`src/rcm_pkg.sv`:
```
`default_nettype none
package rcm_pkg;

   localparam int CHANNELS  = 3;
   localparam int CH_BITS   = 2;
   localparam int SUM_BITS  = 29;
   localparam int WIN_BITS  = 11;
   localparam int GAIN_BITS = 16;
   localparam int OUT_BITS  = 16;
   localparam int FRAC_BITS = 16;
   localparam int CSR_BITS  = 16;
   localparam int CSR_IDX_BITS = 2;

   // quotient register carries one leading zero so the root takes digit pairs
   localparam int DIV_BITS  = SUM_BITS + FRAC_BITS + 1;
   localparam int ROOT_BITS = DIV_BITS / 2;
   localparam int PROD_BITS = ROOT_BITS + GAIN_BITS;

   localparam logic [WIN_BITS-1:0]  MAX_WINDOW   = 11'd1024;
   localparam logic [WIN_BITS-1:0]  WINDOW_RESET = 11'd250;
   localparam logic [GAIN_BITS-1:0] GAIN_RESET   = 16'd18939;
   localparam int                   OFFSET_RESET = 510;
   localparam logic [SUM_BITS-1:0]  SUM_MAX      = {SUM_BITS{1'b1}};
   localparam logic [OUT_BITS-1:0]  OUT_MAX      = {OUT_BITS{1'b1}};

   localparam logic [CSR_IDX_BITS-1:0] CSR_ZERO_OFFSET   = 2'd0;
   localparam logic [CSR_IDX_BITS-1:0] CSR_WINDOW_LENGTH = 2'd1;
   localparam logic [CSR_IDX_BITS-1:0] CSR_GAIN          = 2'd2;

   typedef struct packed {
      logic                 start;
      logic [SUM_BITS-1:0]  sum;
      logic [WIN_BITS-1:0]  window;
      logic [GAIN_BITS-1:0] gain;
   } rcm_root_req_type;

   typedef struct packed {
      logic                done;
      logic [OUT_BITS-1:0] ma;
   } rcm_root_rsp_type;

endpackage
`default_nettype wire

```
`src/rcm_root_unit.sv`:
```
`default_nettype none
module rcm_root_unit
   import rcm_pkg::*;
(
   input  wire logic             clock,
   input  wire logic             reset,
   input  wire rcm_root_req_type cmd,
   output rcm_root_rsp_type      res
);

   typedef enum logic [4:0] {
      U_IDLE = 5'b00001,
      U_DIV  = 5'b00010,
      U_SQRT = 5'b00100,
      U_MUL  = 5'b01000,
      U_FIN  = 5'b10000
   } unit_state_type;

   localparam int STEP_BITS = $clog2(DIV_BITS);
   localparam int SQ_REM_BITS = ROOT_BITS + 3;

   unit_state_type state_ff, state_in;
   logic [STEP_BITS-1:0]   step_ff, step_in;
   logic [DIV_BITS-1:0]    div_ff, div_in;
   logic [WIN_BITS-1:0]    rem_ff, rem_in;
   logic [WIN_BITS-1:0]    window_ff, window_in;
   logic [GAIN_BITS-1:0]   gain_ff, gain_in;
   logic [SQ_REM_BITS-1:0] sq_rem_ff, sq_rem_in;
   logic [ROOT_BITS-1:0]   root_ff, root_in;
   logic [PROD_BITS-1:0]   prod_ff, prod_in;

   logic [WIN_BITS:0]      div_trial;
   logic                   div_ge;
   logic [SQ_REM_BITS-1:0] sq_trial;
   logic [SQ_REM_BITS-1:0] sq_cand;
   logic                   sq_ge;
   logic [ROOT_BITS:0]     mul_sum;
   logic [ROOT_BITS:0]     rounded;

   // restoring divide, one quotient bit a cycle
   assign div_trial = {rem_ff, div_ff[DIV_BITS-1]};
   assign div_ge    = div_trial >= {1'b0, window_ff};

   // root digit by digit, two radicand bits a cycle
   assign sq_trial = {sq_rem_ff[SQ_REM_BITS-3:0], div_ff[DIV_BITS-1 -: 2]};
   assign sq_cand  = SQ_REM_BITS'({root_ff, 2'b01});
   assign sq_ge    = sq_trial >= sq_cand;

   // shift-add multiply, one gain bit a cycle
   assign mul_sum = {1'b0, prod_ff[PROD_BITS-1:GAIN_BITS]}
                  + (prod_ff[0] ? {1'b0, root_ff} : {(ROOT_BITS+1){1'b0}});

   assign rounded = {1'b0, prod_ff[PROD_BITS-1:FRAC_BITS]}
                  + {{ROOT_BITS{1'b0}}, prod_ff[FRAC_BITS-1]};

   always_comb begin
      state_in  = state_ff;
      step_in   = step_ff;
      div_in    = div_ff;
      rem_in    = rem_ff;
      window_in = window_ff;
      gain_in   = gain_ff;
      sq_rem_in = sq_rem_ff;
      root_in   = root_ff;
      prod_in   = prod_ff;
      unique case (state_ff)
         U_IDLE: begin
            if (cmd.start) begin
               div_in    = {1'b0, cmd.sum, {FRAC_BITS{1'b0}}};
               rem_in    = '0;
               window_in = cmd.window;
               gain_in   = cmd.gain;
               step_in   = STEP_BITS'(DIV_BITS - 1);
               state_in  = U_DIV;
            end
         end
         U_DIV: begin
            rem_in = div_ge ? WIN_BITS'(div_trial - {1'b0, window_ff})
                            : div_trial[WIN_BITS-1:0];
            div_in = {div_ff[DIV_BITS-2:0], div_ge};
            step_in = step_ff - 1'b1;
            if (step_ff == '0) begin
               sq_rem_in = '0;
               root_in   = '0;
               step_in   = STEP_BITS'(ROOT_BITS - 1);
               state_in  = U_SQRT;
            end
         end
         U_SQRT: begin
            sq_rem_in = sq_ge ? (sq_trial - sq_cand) : sq_trial;
            root_in   = {root_ff[ROOT_BITS-2:0], sq_ge};
            div_in    = {div_ff[DIV_BITS-3:0], 2'b00};
            step_in   = step_ff - 1'b1;
            if (step_ff == '0) begin
               prod_in  = {{ROOT_BITS{1'b0}}, gain_ff};
               step_in  = STEP_BITS'(GAIN_BITS - 1);
               state_in = U_MUL;
            end
         end
         U_MUL: begin
            prod_in = {mul_sum, prod_ff[GAIN_BITS-1:1]};
            step_in = step_ff - 1'b1;
            if (step_ff == '0) begin
               state_in = U_FIN;
            end
         end
         U_FIN: begin
            state_in = U_IDLE;
         end
         default: begin
            state_in = U_IDLE;
         end
      endcase
   end

   always_comb begin
      res.done = state_ff == U_FIN;
      res.ma   = (rounded > (ROOT_BITS+1)'(OUT_MAX)) ? OUT_MAX : rounded[OUT_BITS-1:0];
   end

   always_ff @(posedge clock) begin
      if (reset) begin
         state_ff <= U_IDLE;
      end else begin
         state_ff <= state_in;
      end
      step_ff   <= step_in;
      div_ff    <= div_in;
      rem_ff    <= rem_in;
      window_ff <= window_in;
      gain_ff   <= gain_in;
      sq_rem_ff <= sq_rem_in;
      root_ff   <= root_in;
      prod_ff   <= prod_in;
   end

endmodule
`default_nettype wire

```
`src/rms_current_meter_3ch.sv`:
```
`default_nettype none
// channel    ports                                           role
// request    req_valid req_stall req_sample_a/b/c            three raw samples in
// response   rsp_valid rsp_stall rsp_rms_a_ma/b_ma/c_ma      rms per channel, mA
// csr        csr_write csr_index csr_wdata                   offset, window, gain
//
// the squares of a request are built two bits a cycle in three parallel lanes.
// the request that closes a window then runs each channel in turn through one shared
// unit: start, divide, root, gain multiply, finish.
// reset is synchronous, restores the register defaults and clears the sums.
// a stalled response holds while requests go on; only the next window result waits.
module rms_current_meter_3ch
   import rcm_pkg::*;
#(
   parameter int SAMPLE_BITS = 10
) (
   input  wire logic                    clock,
   input  wire logic                    reset,
   input  wire logic                    req_valid,
   output logic                         req_stall,
   input  wire logic [SAMPLE_BITS-1:0]  req_sample_a,
   input  wire logic [SAMPLE_BITS-1:0]  req_sample_b,
   input  wire logic [SAMPLE_BITS-1:0]  req_sample_c,
   output logic                         rsp_valid,
   input  wire logic                    rsp_stall,
   output logic [OUT_BITS-1:0]          rsp_rms_a_ma,
   output logic [OUT_BITS-1:0]          rsp_rms_b_ma,
   output logic [OUT_BITS-1:0]          rsp_rms_c_ma,
   input  wire logic                    csr_write,
   input  wire logic [CSR_IDX_BITS-1:0] csr_index,
   input  wire logic [CSR_BITS-1:0]     csr_wdata
);

   typedef enum logic [3:0] {
      ST_IDLE   = 4'b0001,
      ST_SQUARE = 4'b0010,
      ST_ROOT   = 4'b0100,
      ST_PUSH   = 4'b1000
   } state_type;

   localparam int DIGITS   = (SAMPLE_BITS + 1) / 2;
   localparam int DIG_BITS = $clog2(DIGITS + 1);
   localparam int SQ_BITS  = 2 * SAMPLE_BITS;
   localparam int PART_BITS = SQ_BITS + 2;
   localparam int ADD_BITS = ((SUM_BITS > PART_BITS) ? SUM_BITS : PART_BITS) + 1;
   localparam logic [ADD_BITS-1:0] SUM_LIMIT = ADD_BITS'(SUM_MAX);

   state_type state_ff, state_in;

   logic [SAMPLE_BITS-1:0] offset_ff, offset_in;
   logic [WIN_BITS-1:0]    window_ff, window_in;
   logic [GAIN_BITS-1:0]   gain_ff, gain_in;

   logic [SUM_BITS-1:0]    sums_ff [CHANNELS];
   logic [SUM_BITS-1:0]    sums_in [CHANNELS];
   logic [SQ_BITS-1:0]     mcand_ff [CHANNELS];
   logic [SQ_BITS-1:0]     mcand_in [CHANNELS];
   logic [SAMPLE_BITS-1:0] mplier_ff [CHANNELS];
   logic [SAMPLE_BITS-1:0] mplier_in [CHANNELS];
   logic [WIN_BITS-1:0]    taken_ff, taken_in;
   logic [DIG_BITS-1:0]    digit_ff, digit_in;
   logic [CH_BITS-1:0]     ch_ff, ch_in;
   logic                   start_ff, start_in;
   logic [OUT_BITS-1:0]    res_ff [CHANNELS];
   logic [OUT_BITS-1:0]    res_in [CHANNELS];
   logic                   rsp_valid_ff, rsp_valid_in;
   logic [OUT_BITS-1:0]    rsp_ma_ff [CHANNELS];
   logic [OUT_BITS-1:0]    rsp_ma_in [CHANNELS];

   logic [SAMPLE_BITS-1:0] sample [CHANNELS];
   logic [SAMPLE_BITS-1:0] mag [CHANNELS];
   logic [PART_BITS-1:0]   part [CHANNELS];
   logic [ADD_BITS-1:0]    acc [CHANNELS];
   logic [WIN_BITS-1:0]    eff_window;
   logic                   req_take;
   logic                   out_free;

   rcm_root_req_type root_req;
   rcm_root_rsp_type root_rsp;

   assign sample[0] = req_sample_a;
   assign sample[1] = req_sample_b;
   assign sample[2] = req_sample_c;

   assign req_stall = state_ff != ST_IDLE;
   assign req_take  = req_valid && !req_stall;
   assign out_free  = !rsp_valid_ff || !rsp_stall;

   always_comb begin
      priority if (window_ff == '0) begin
         eff_window = WIN_BITS'(1);
      end else if (window_ff > MAX_WINDOW) begin
         eff_window = MAX_WINDOW;
      end else begin
         eff_window = window_ff;
      end
   end

   always_comb begin
      for (int i = 0; i < CHANNELS; i++) begin
         mag[i] = (sample[i] >= offset_ff) ? (sample[i] - offset_ff)
                                           : (offset_ff - sample[i]);
         part[i] = (mplier_ff[i][0] ? PART_BITS'(mcand_ff[i]) : '0)
                 + (mplier_ff[i][1] ? PART_BITS'({mcand_ff[i], 1'b0}) : '0);
         acc[i]  = ADD_BITS'(sums_ff[i]) + ADD_BITS'(part[i]);
      end
   end

   // configuration
   always_comb begin
      offset_in = offset_ff;
      window_in = window_ff;
      gain_in   = gain_ff;
      if (csr_write) begin
         unique case (csr_index)
            CSR_ZERO_OFFSET:   offset_in = csr_wdata[SAMPLE_BITS-1:0];
            CSR_WINDOW_LENGTH: window_in = csr_wdata[WIN_BITS-1:0];
            CSR_GAIN:          gain_in   = csr_wdata[GAIN_BITS-1:0];
            default: begin
            end
         endcase
      end
   end

   always_comb begin
      state_in     = state_ff;
      sums_in      = sums_ff;
      mcand_in     = mcand_ff;
      mplier_in    = mplier_ff;
      taken_in     = taken_ff;
      digit_in     = digit_ff;
      ch_in        = ch_ff;
      start_in     = 1'b0;
      res_in       = res_ff;
      rsp_ma_in    = rsp_ma_ff;
      rsp_valid_in = rsp_valid_ff && rsp_stall;
      unique case (state_ff)
         ST_IDLE: begin
            if (req_take) begin
               for (int i = 0; i < CHANNELS; i++) begin
                  mcand_in[i]  = SQ_BITS'(mag[i]);
                  mplier_in[i] = mag[i];
               end
               taken_in = taken_ff + 1'b1;
               digit_in = DIG_BITS'(DIGITS - 1);
               state_in = ST_SQUARE;
            end
         end
         ST_SQUARE: begin
            // saturating each partial sum gives the same as saturating the total
            for (int i = 0; i < CHANNELS; i++) begin
               sums_in[i]   = (acc[i] > SUM_LIMIT) ? SUM_MAX : acc[i][SUM_BITS-1:0];
               mcand_in[i]  = {mcand_ff[i][SQ_BITS-3:0], 2'b00};
               mplier_in[i] = mplier_ff[i] >> 2;
            end
            digit_in = digit_ff - 1'b1;
            if (digit_ff == '0) begin
               if (taken_ff >= eff_window) begin
                  taken_in = '0;
                  ch_in    = '0;
                  start_in = 1'b1;
                  state_in = ST_ROOT;
               end else begin
                  state_in = ST_IDLE;
               end
            end
         end
         ST_ROOT: begin
            // the unit latches the sum at start, so it can clear right away
            if (start_ff) begin
               sums_in[ch_ff] = '0;
            end
            if (root_rsp.done) begin
               res_in[ch_ff] = root_rsp.ma;
               if (ch_ff == CH_BITS'(CHANNELS - 1)) begin
                  state_in = ST_PUSH;
               end else begin
                  ch_in    = ch_ff + 1'b1;
                  start_in = 1'b1;
               end
            end
         end
         ST_PUSH: begin
            if (out_free) begin
               rsp_ma_in    = res_ff;
               rsp_valid_in = 1'b1;
               state_in     = ST_IDLE;
            end
         end
         default: begin
            state_in = ST_IDLE;
         end
      endcase
   end

   always_comb begin
      root_req.start  = start_ff;
      root_req.sum    = sums_ff[ch_ff];
      root_req.window = eff_window;
      root_req.gain   = gain_ff;
   end

   rcm_root_unit u_root (
      .clock (clock),
      .reset (reset),
      .cmd   (root_req),
      .res   (root_rsp)
   );

   always_ff @(posedge clock) begin
      if (reset) begin
         state_ff     <= ST_IDLE;
         offset_ff    <= SAMPLE_BITS'(OFFSET_RESET);
         window_ff    <= WINDOW_RESET;
         gain_ff      <= GAIN_RESET;
         taken_ff     <= '0;
         start_ff     <= 1'b0;
         rsp_valid_ff <= 1'b0;
         for (int i = 0; i < CHANNELS; i++) begin
            sums_ff[i] <= '0;
         end
      end else begin
         state_ff     <= state_in;
         offset_ff    <= offset_in;
         window_ff    <= window_in;
         gain_ff      <= gain_in;
         taken_ff     <= taken_in;
         start_ff     <= start_in;
         rsp_valid_ff <= rsp_valid_in;
         sums_ff      <= sums_in;
      end
      mcand_ff  <= mcand_in;
      mplier_ff <= mplier_in;
      digit_ff  <= digit_in;
      ch_ff     <= ch_in;
      res_ff    <= res_in;
      rsp_ma_ff <= rsp_ma_in;
   end

   assign rsp_valid    = rsp_valid_ff;
   assign rsp_rms_a_ma = rsp_ma_ff[0];
   assign rsp_rms_b_ma = rsp_ma_ff[1];
   assign rsp_rms_c_ma = rsp_ma_ff[2];

   a_done_in_root: assert property (@(posedge clock) disable iff (reset)
      root_rsp.done |-> state_ff == ST_ROOT)
      else $error("root unit finished outside the window close");

   a_taken_cleared: assert property (@(posedge clock) disable iff (reset)
      state_ff == ST_ROOT |-> taken_ff == '0)
      else $error("sample count not cleared while closing a window");

   a_rsp_from_push: assert property (@(posedge clock) disable iff (reset)
      $rose(rsp_valid_ff) |-> $past(state_ff == ST_PUSH))
      else $error("response raised without a finished window");

   a_taken_bound: assert property (@(posedge clock) disable iff (reset)
      taken_ff <= MAX_WINDOW)
      else $error("sample count ran past the longest window");

endmodule
`default_nettype wire

```
`config.mk`:
```
export PLATFORM = sky130hd
export DESIGN_NAME = rms_current_meter_3ch
export DESIGN_NICKNAME = d
export VERILOG_FILES = /design/src/rcm_pkg.sv /design/src/rcm_root_unit.sv /design/src/rms_current_meter_3ch.sv
export SDC_FILE = /design/constraint.sdc
export NUM_CORES = 1
export LEC_CHECK = 0
export ABC_CLOCK_PERIOD_IN_PS = 12100
export BUFFER_PORTS_ARGS = -buffer_cell sky130_fd_sc_hd__buf_2
export CORE_MARGIN = 2
export CORE_UTILIZATION = 32
export CTS_BUF_LIST = sky130_fd_sc_hd__clkbuf_4
export DETAILED_ROUTE_END_ITERATION = 16
export MAX_ROUTING_LAYER = met4
export PLACE_DENSITY_LB_ADDON = 0.05
export SETUP_SLACK_MARGIN = 0.2
export SYNTH_ARGS = -nofsm -noshare
export SYNTH_HDL_FRONTEND = slang
export SYNTH_SLANG_ARGS = --single-unit
```
`constraint.sdc`:
```
create_clock -name clock -period 12.1 [get_ports clock]
set_input_delay 0.605 -clock clock [delete_from_list [all_inputs] [get_ports clock]]
set_output_delay 0.605 -clock clock [all_outputs]
set_load 0.03 [all_outputs]
```
# --- Yosys cells after proc, flatten, opt, wreduce, memory -nomap -nowiden ---
# Index checks and enable logic that the tools add are counted.
classes:
  muxes: 76
  order_cmp: 13
  n_addsub: 20
  eq_ne: 25
  reduce_logical: 35
  n_bitwise: 3
op_table:
  columns: ["op", "n"]
  rows:
  - ["$mux W29", 6]
  - ["$pmux W87 S2", 1]
  - ["$pmux W46 S3", 1]
  - ["$pmux W60 S2", 1]
  - ["$add A29 B22 Y30", 3]
  - ["$gt A30 B29 Y1 const B", 3]
  - ["$and A87 B87 Y87", 1]
  - ["$mux W87", 1]
  - ["$not A87 Y87", 1]
  - ["$pmux W39 S2", 1]
  - ["$mux W11", 7]
  - ["$add A20 B21 Y22", 3]
  - ["$mux W21", 3]
  - ["$mux W20", 3]
  - ["$mux W60", 1]
  - ["$pmux W30 S2", 1]
  - ["$sub A10 B10 Y10", 6]
  - ["$bmux W29 S2", 1]
  - ["$demux W29 S2", 1]
  - ["$bwmux W48", 1]
  - ["$mux W24", 2]
  - ["$pmux W24 S2", 1]
  - ["$mux W23", 2]
  - ["$mux W46", 1]
  - ["63 further kinds", 120]
word_totals:
  out_inout_bits: 50
  reg_bits: 513

# --- Logic depth before layout (Yosys ltp) ---
depth:
  word_depth: 9
  mapped_depth: 17
  depth_no_buf: 15

# --- By module ---
# A second synthesis with hierarchy kept.
unflattened:
  cells_unflattened: 3230
  hier_area_um2: 31634.1
modules_own_cells:
  columns: ["mod", "cells_each", "n_inst", "area_each_um2", "seq_area_each_um2"]
  rows:
  - ["rms_current_meter_3ch", 2159, 1, 20694.8, 8558.2]
  - ["rcm_root_unit", 1071, 1, 10939.2, 5385.2]

# --- Worst setup path after synthesis ---
# Ideal clock, no wire load.
synth_timing:
  path_kind: "reg2reg"
  from: "reg u_root.step_ff[0]"
  to: "reg u_root.root_ff[0] (enable)"
  path_buffers: 1
  synth_period_minus_slack_ns: 5.017
  arrival_time_ns: 4.501
  slack_ns: 7.083
  stages_incl_launch_ff: 7
  setup_time_ns: 0.517
  path_cell_list: "edfxtp_1 -> inv_1 -> ha_1 -> nand2_1 -> or3_1 -> clkbuf_1 -> o21ai_0"
synth_between:
  elab_chain_len: 3
synth_lines:
  columns: ["element", "line", "text"]
  rows:
  - ["start, declared", "rcm_root_unit.sv:23", "logic [STEP_BITS-1:0] step_ff, step_in;"]
  - ["start signal, assigned", "rcm_root_unit.sv:127", "step_ff <= step_in;"]
  - ["$logic_not A6 Y1", "rcm_root_unit.sv:82", "if (step_ff == '0) begin"]
  - ["$ne A2 B1 Y1 (no line)", null, null]
  - ["$reduce_and A2 Y1 (no line)", null, null]
  - ["end signal, assigned", "rcm_root_unit.sv:133", "root_ff <= root_in;"]
  - ["end, declared", "rcm_root_unit.sv:29", "logic [ROOT_BITS-1:0] root_ff, root_in;"]
# No other way between the ends.
# A chain may end at the register's enable or synchronous reset.

# --- Worst setup path after layout ---
layout_timing:
  from: "reg mplier_ff[10] (netlist bit)"
  to: "reg sums_ff[37] (netlist bit)"
layout_between:
  elab_chain_len: 6
layout_lines:
  columns: ["element", "line", "text"]
  rows:
  - ["start, declared", "rms_current_meter_3ch.sv:58", "logic [SAMPLE_BITS-1:0] mplier_ff [CHANNELS];"]
  - ["start signal, assigned", "rms_current_meter_3ch.sv:233", "mplier_ff <= mplier_in;"]
  - ["$mux W20 *", "rms_current_meter_3ch.sv:103", "part[i] = (mplier_ff[i][0] ? PART_BITS'(mcand_ff[i]) : '0)"]
  - ["$add A20 B21 Y22 *", "rms_current_meter_3ch.sv:104", "+ (mplier_ff[i][1] ? PART_BITS'({mcand_ff[i], 1'b0}) : '0);"]
  - ["$add A29 B22 Y30 *", "rms_current_meter_3ch.sv:105", "acc[i] = ADD_BITS'(sums_ff[i]) + ADD_BITS'(part[i]);"]
  - ["$gt A30 B29 Y1", "rms_current_meter_3ch.sv:152", "sums_in[i] = (acc[i] > SUM_LIMIT) ? SUM_MAX : acc[i][SUM_BITS-1:0];"]
  - ["$mux W29 *", "rms_current_meter_3ch.sv:152", null]
  - ["$pmux W87 S2 *", "rms_current_meter_3ch.sv:137", "unique case (state_ff)"]
  - ["end signal, assigned", "rms_current_meter_3ch.sv:230", "sums_ff <= sums_in;"]
  - ["end, declared", "rms_current_meter_3ch.sv:54", "logic [SUM_BITS-1:0] sums_ff [CHANNELS];"]
# Every way passes the cells marked *; elsewhere a longest branch is shown, timed or not.

==> out/metrics.csv <==
metric;value;unit
count of state elements after synthesis;513;
HP Class;input port to register;
post-synthesis compound-gate area fraction;15.7;%
starting density of the core;32.2;%
worst flop-to-flop path endpoint;sums_ff[37]$_SDFFE_PP0P_;
Boundary Pins;103;
Comb pwr share;15.3;%
antenna violations before repair;4;
total CTS buffers;156;
Max Clock Freq;0.232;GHz
mean instance size in the synthesized netlist;10.0;um2
dominant cells by area after synthesis;sky130_fd_sc_hd__edfxtp_1 (36%), sky130_fd_sc_hd__dfxtp_1 (9.4%), sky130_fd_sc_hd__ha_1 (8.3%);
skew final;0.101;ns
final hold violation count;0;
cell area after synthesis;31000;um2
largest net degree at the start of global routing;79;
unrepaired setup endpoints after global routing;no;
most instantiated flip-flop cell in the synthesis netlist;sky130_fd_sc_hd__edfxtp_1;
fraction of final layout cells with drive strength greater than 1;12.8;%
Synth Net Count;3415;
layout overhead on the synthesized area;13.2;%
combinational family with the most area after synthesis;simple AND/OR/NAND/NOR gates;
count of final setup violators;0;
distinct cell type count after synthesis;87;
Post-synth EDFFs;367;
setup slack of the worst register-to-register path;7.78;ns
Total Die Area;99300;um2
number of I/O port buffers;102;
kind of critical path;register to register;
post-synth top area cell;sky130_fd_sc_hd__edfxtp_1;
depth of the worst register-to-register path;15;
Maximum Capacitance Violations;0;
list of most frequent post-synthesis cells;sky130_fd_sc_hd__edfxtp_1 (367), sky130_fd_sc_hd__nand2_1 (334), sky130_fd_sc_hd__nor2_1 (239);
Synth Warn #;0;
worst hold-check slack;0.203;ns
fraction of synthesis flops using an asynchronous set or reset pin;0;%
crit path to;sums_ff[37]$_SDFFE_PP0P_;
required arrival time at the worst endpoint;13.03;ns
DR vias;23200;
global route overflow;0;
clock period minus worst slack;4.32;ns
first-pass iteration count of the detailed router;5;
peak supply drop;76.4;uV
post-route fraction of the period consumed by the critical path;35.7;%
fraction of power spent switching nets;28.9;%
number of global-route vias before repair;23700;
static leakage;13.6;nW
multiplexer share of the synthesized area;3.14;%
busiest layer in global routing;met2;
sum of negative setup slack;0;ns
HPWL after DPL;62700;um
final routed wire length divided by cell count;18.3;um
post_cts resized;0;
tightest slew margin relative to the limit;13.7;%
power density over the cells;125;nW/um2
Int Power;3.12;mW
Critical Path End Type;register;
GR Layer Usage met1;21.9;%
simple-gate area share of the yosys netlist;16.0;%
Routed WL;85300;um
Final #Nets;3596;
final number of max-transition violations;0;
Die Wd;315;um
clk root buf;sky130_fd_sc_hd__clkbuf_4;
slew at the pin closest to its max-slew limit;1.29;ns
post-synthesis adder-cell area fraction;12.7;%
initial drt markers;1139;
Sequential Power Share;45.8;%
number of buffers on the longest clock path;3;
die height;315;um
Clock Sinks;513;
Rows;114;
Detail Route Antenna Nets;0;
buffers inserted during post-CTS setup optimization;0;
CP max FO;22;
synthesized-area fraction occupied by xor and xnor cells;3.90;%
proportion of power drawn by the clock network;38.9;%
wire length of the first global-routing pass;133000;um
RR Startpoint;mplier_ff[10]$_DFFE_PP_;
data arrival at the endpoint of the critical path;5.25;ns
GRT Total Usage;17.7;%
switching component of the power;1.27;mW
TritonCTS clock tree;done;
clock-pin transition on the worst setup and hold timing paths;0.06;ns
clock insertion delay at the later pin of the skew report;1.07;ns
H-tree depth;4;
GRT met3 Usage;3.66;%
detail-routed via count per cell;4.96;
number of remaining DRC errors;0;
met2 usage in global routing;27.9;%
outcome;finished, final reports clean;
core region area;96300;um2
sequential share of the synthesized area;45.0;%
share of the synthesized area in the top cell type;35.6;%
count of mapped cells out of synthesis;3089;
critical path startpoint;mplier_ff[10]$_DFFE_PP_;
dominant cell by count in the synthesized netlist;sky130_fd_sc_hd__edfxtp_1;
Critical Path Source Type;register;
global placement routability congestion;0.870;
number of buffers added to fix hold violations after cts;19;
==> worst max-delay path, cell delays in order, from the launching register on <==
cell	delay, ns
sky130_fd_sc_hd__edfxtp_1	0.64
sky130_fd_sc_hd__nand2_1	0.14
sky130_fd_sc_hd__fa_1	0.48
sky130_fd_sc_hd__inv_1	0.07
sky130_fd_sc_hd__ha_1	0.19
sky130_fd_sc_hd__inv_1	0.06
sky130_fd_sc_hd__fa_1	0.39
sky130_fd_sc_hd__nor2b_1	0.18
sky130_fd_sc_hd__o31a_1	0.21
sky130_fd_sc_hd__o311ai_1	0.13
sky130_fd_sc_hd__nand3_1	0.14
sky130_fd_sc_hd__nand2_1	0.13
sky130_fd_sc_hd__o31ai_1	0.41
sky130_fd_sc_hd__and2_1	0.67
sky130_fd_sc_hd__o21ai_0	0.20
sky130_fd_sc_hd__a21oi_1	0.18
==> sequential cells by signal, indices dropped and copies added (netlist names), 23 cells and up <==
register          count
mcand_ff             60
mplier_ff            30
res_ff               48
sums_ff              87
u_root.div_ff        46
u_root.prod_ff       39
u_root.root_ff       23
u_root.sq_rem_ff     24
==> placed cells by master (no fill, tap or decap), drive strengths merged, types with 77 or more instances in the layout <==
cell    count
nor2      240
ha        205
clkbuf    220
dfxtp     146
a21oi     220
inv       158
mux2i      77
o21ai     228
buf       130
xnor2      85
and2      185
edfxtp    367
nand2     334
==> power groups by stage <==
| stage | clock [mW] | sequential, mW | combinational [mW] |
|---|---|---|---|
| global route | 1.88 | 2.02 | 0.755 |
| finish | 1.70 | 2.01 | 0.671 |
| global placement | 0 | 2.05 | 0.670 |
| detailed placement | 0 | 2.05 | 0.666 |
| CTS | 1.79 | 2.01 | 0.676 |
| floorplan | 0 | 2.01 | 0.511 |
==> kinds of logic after synthesis <==
| logic type | count (synthesis) |
|---|---|
| xor+xnor | 138 |
| fa+ha+maj | 273 |
| buf+inv | 279 |
| simple gates | 1019 |
| compound gates | 772 |
| mux | 95 |
| flops | 513 |
==> routing by layer <==
layer | share of wire (%) | up-vias
met4 | 3.5 | 0
met5 | 0 | -
met2 | 47 | 441
met3 | 4.3 | 159
li1 | - | 11500
met1 | 46 | 11100
==> worst min-delay path by stage <==
stage                                       endpoint  slack [ns]                 start  depth (start not counted)
after detailed placement   rsp_rms_a_ma[7]$_DFFE_PP_        0.40  res_ff[39]$_DFFE_PP_                          0
after floorplan            rsp_rms_a_ma[0]$_DFFE_PP_        0.40  res_ff[32]$_DFFE_PP_                          0
after global routing      mcand_ff[21]$_SDFFCE_PP0P_        0.08       req_sample_b[1]                          3
after global placement    rsp_rms_c_ma[15]$_DFFE_PP_        0.41  res_ff[15]$_DFFE_PP_                          0
after CTS                 mcand_ff[21]$_SDFFCE_PP0P_        0.02       req_sample_b[1]                          3
final                     mcand_ff[20]$_SDFFCE_PP0P_        0.20       req_sample_b[0]                          4
==> cell type report <==
| class | instances | area, um2 |
|---|---|---|
| Fill cell | 9834 | 61200 |
| Multi-Input combinational cell | 2297 | 16000 |
| Sequential cell | 513 | 13900 |
| Clock buffer | 220 | 1650 |
| Tap cell | 1276 | 1600 |
| Timing Repair Buffer | 149 | 913 |
| Inverter | 153 | 574 |
| Clock inverter | 55 | 314 |
| Antenna cell | 6 | 15.0 |
==> stage by stage <==
step                instance area (um2)  utilization, %  total power [mW]  worst slack, ns  instances
finish                            35100            36.4              4.38             7.78       4669
floorplan                         31000               -              2.52             7.08       3089
detailed placement                32900            34.2              2.72             7.72       4369
global route                      35100            36.4              4.65             7.30       4668
CTS                               35000            36.4              4.48             7.70       4663
global placement                  32900            34.2              2.72             7.88       4369
No activity file was read; power rests on OpenSTA's default activity.
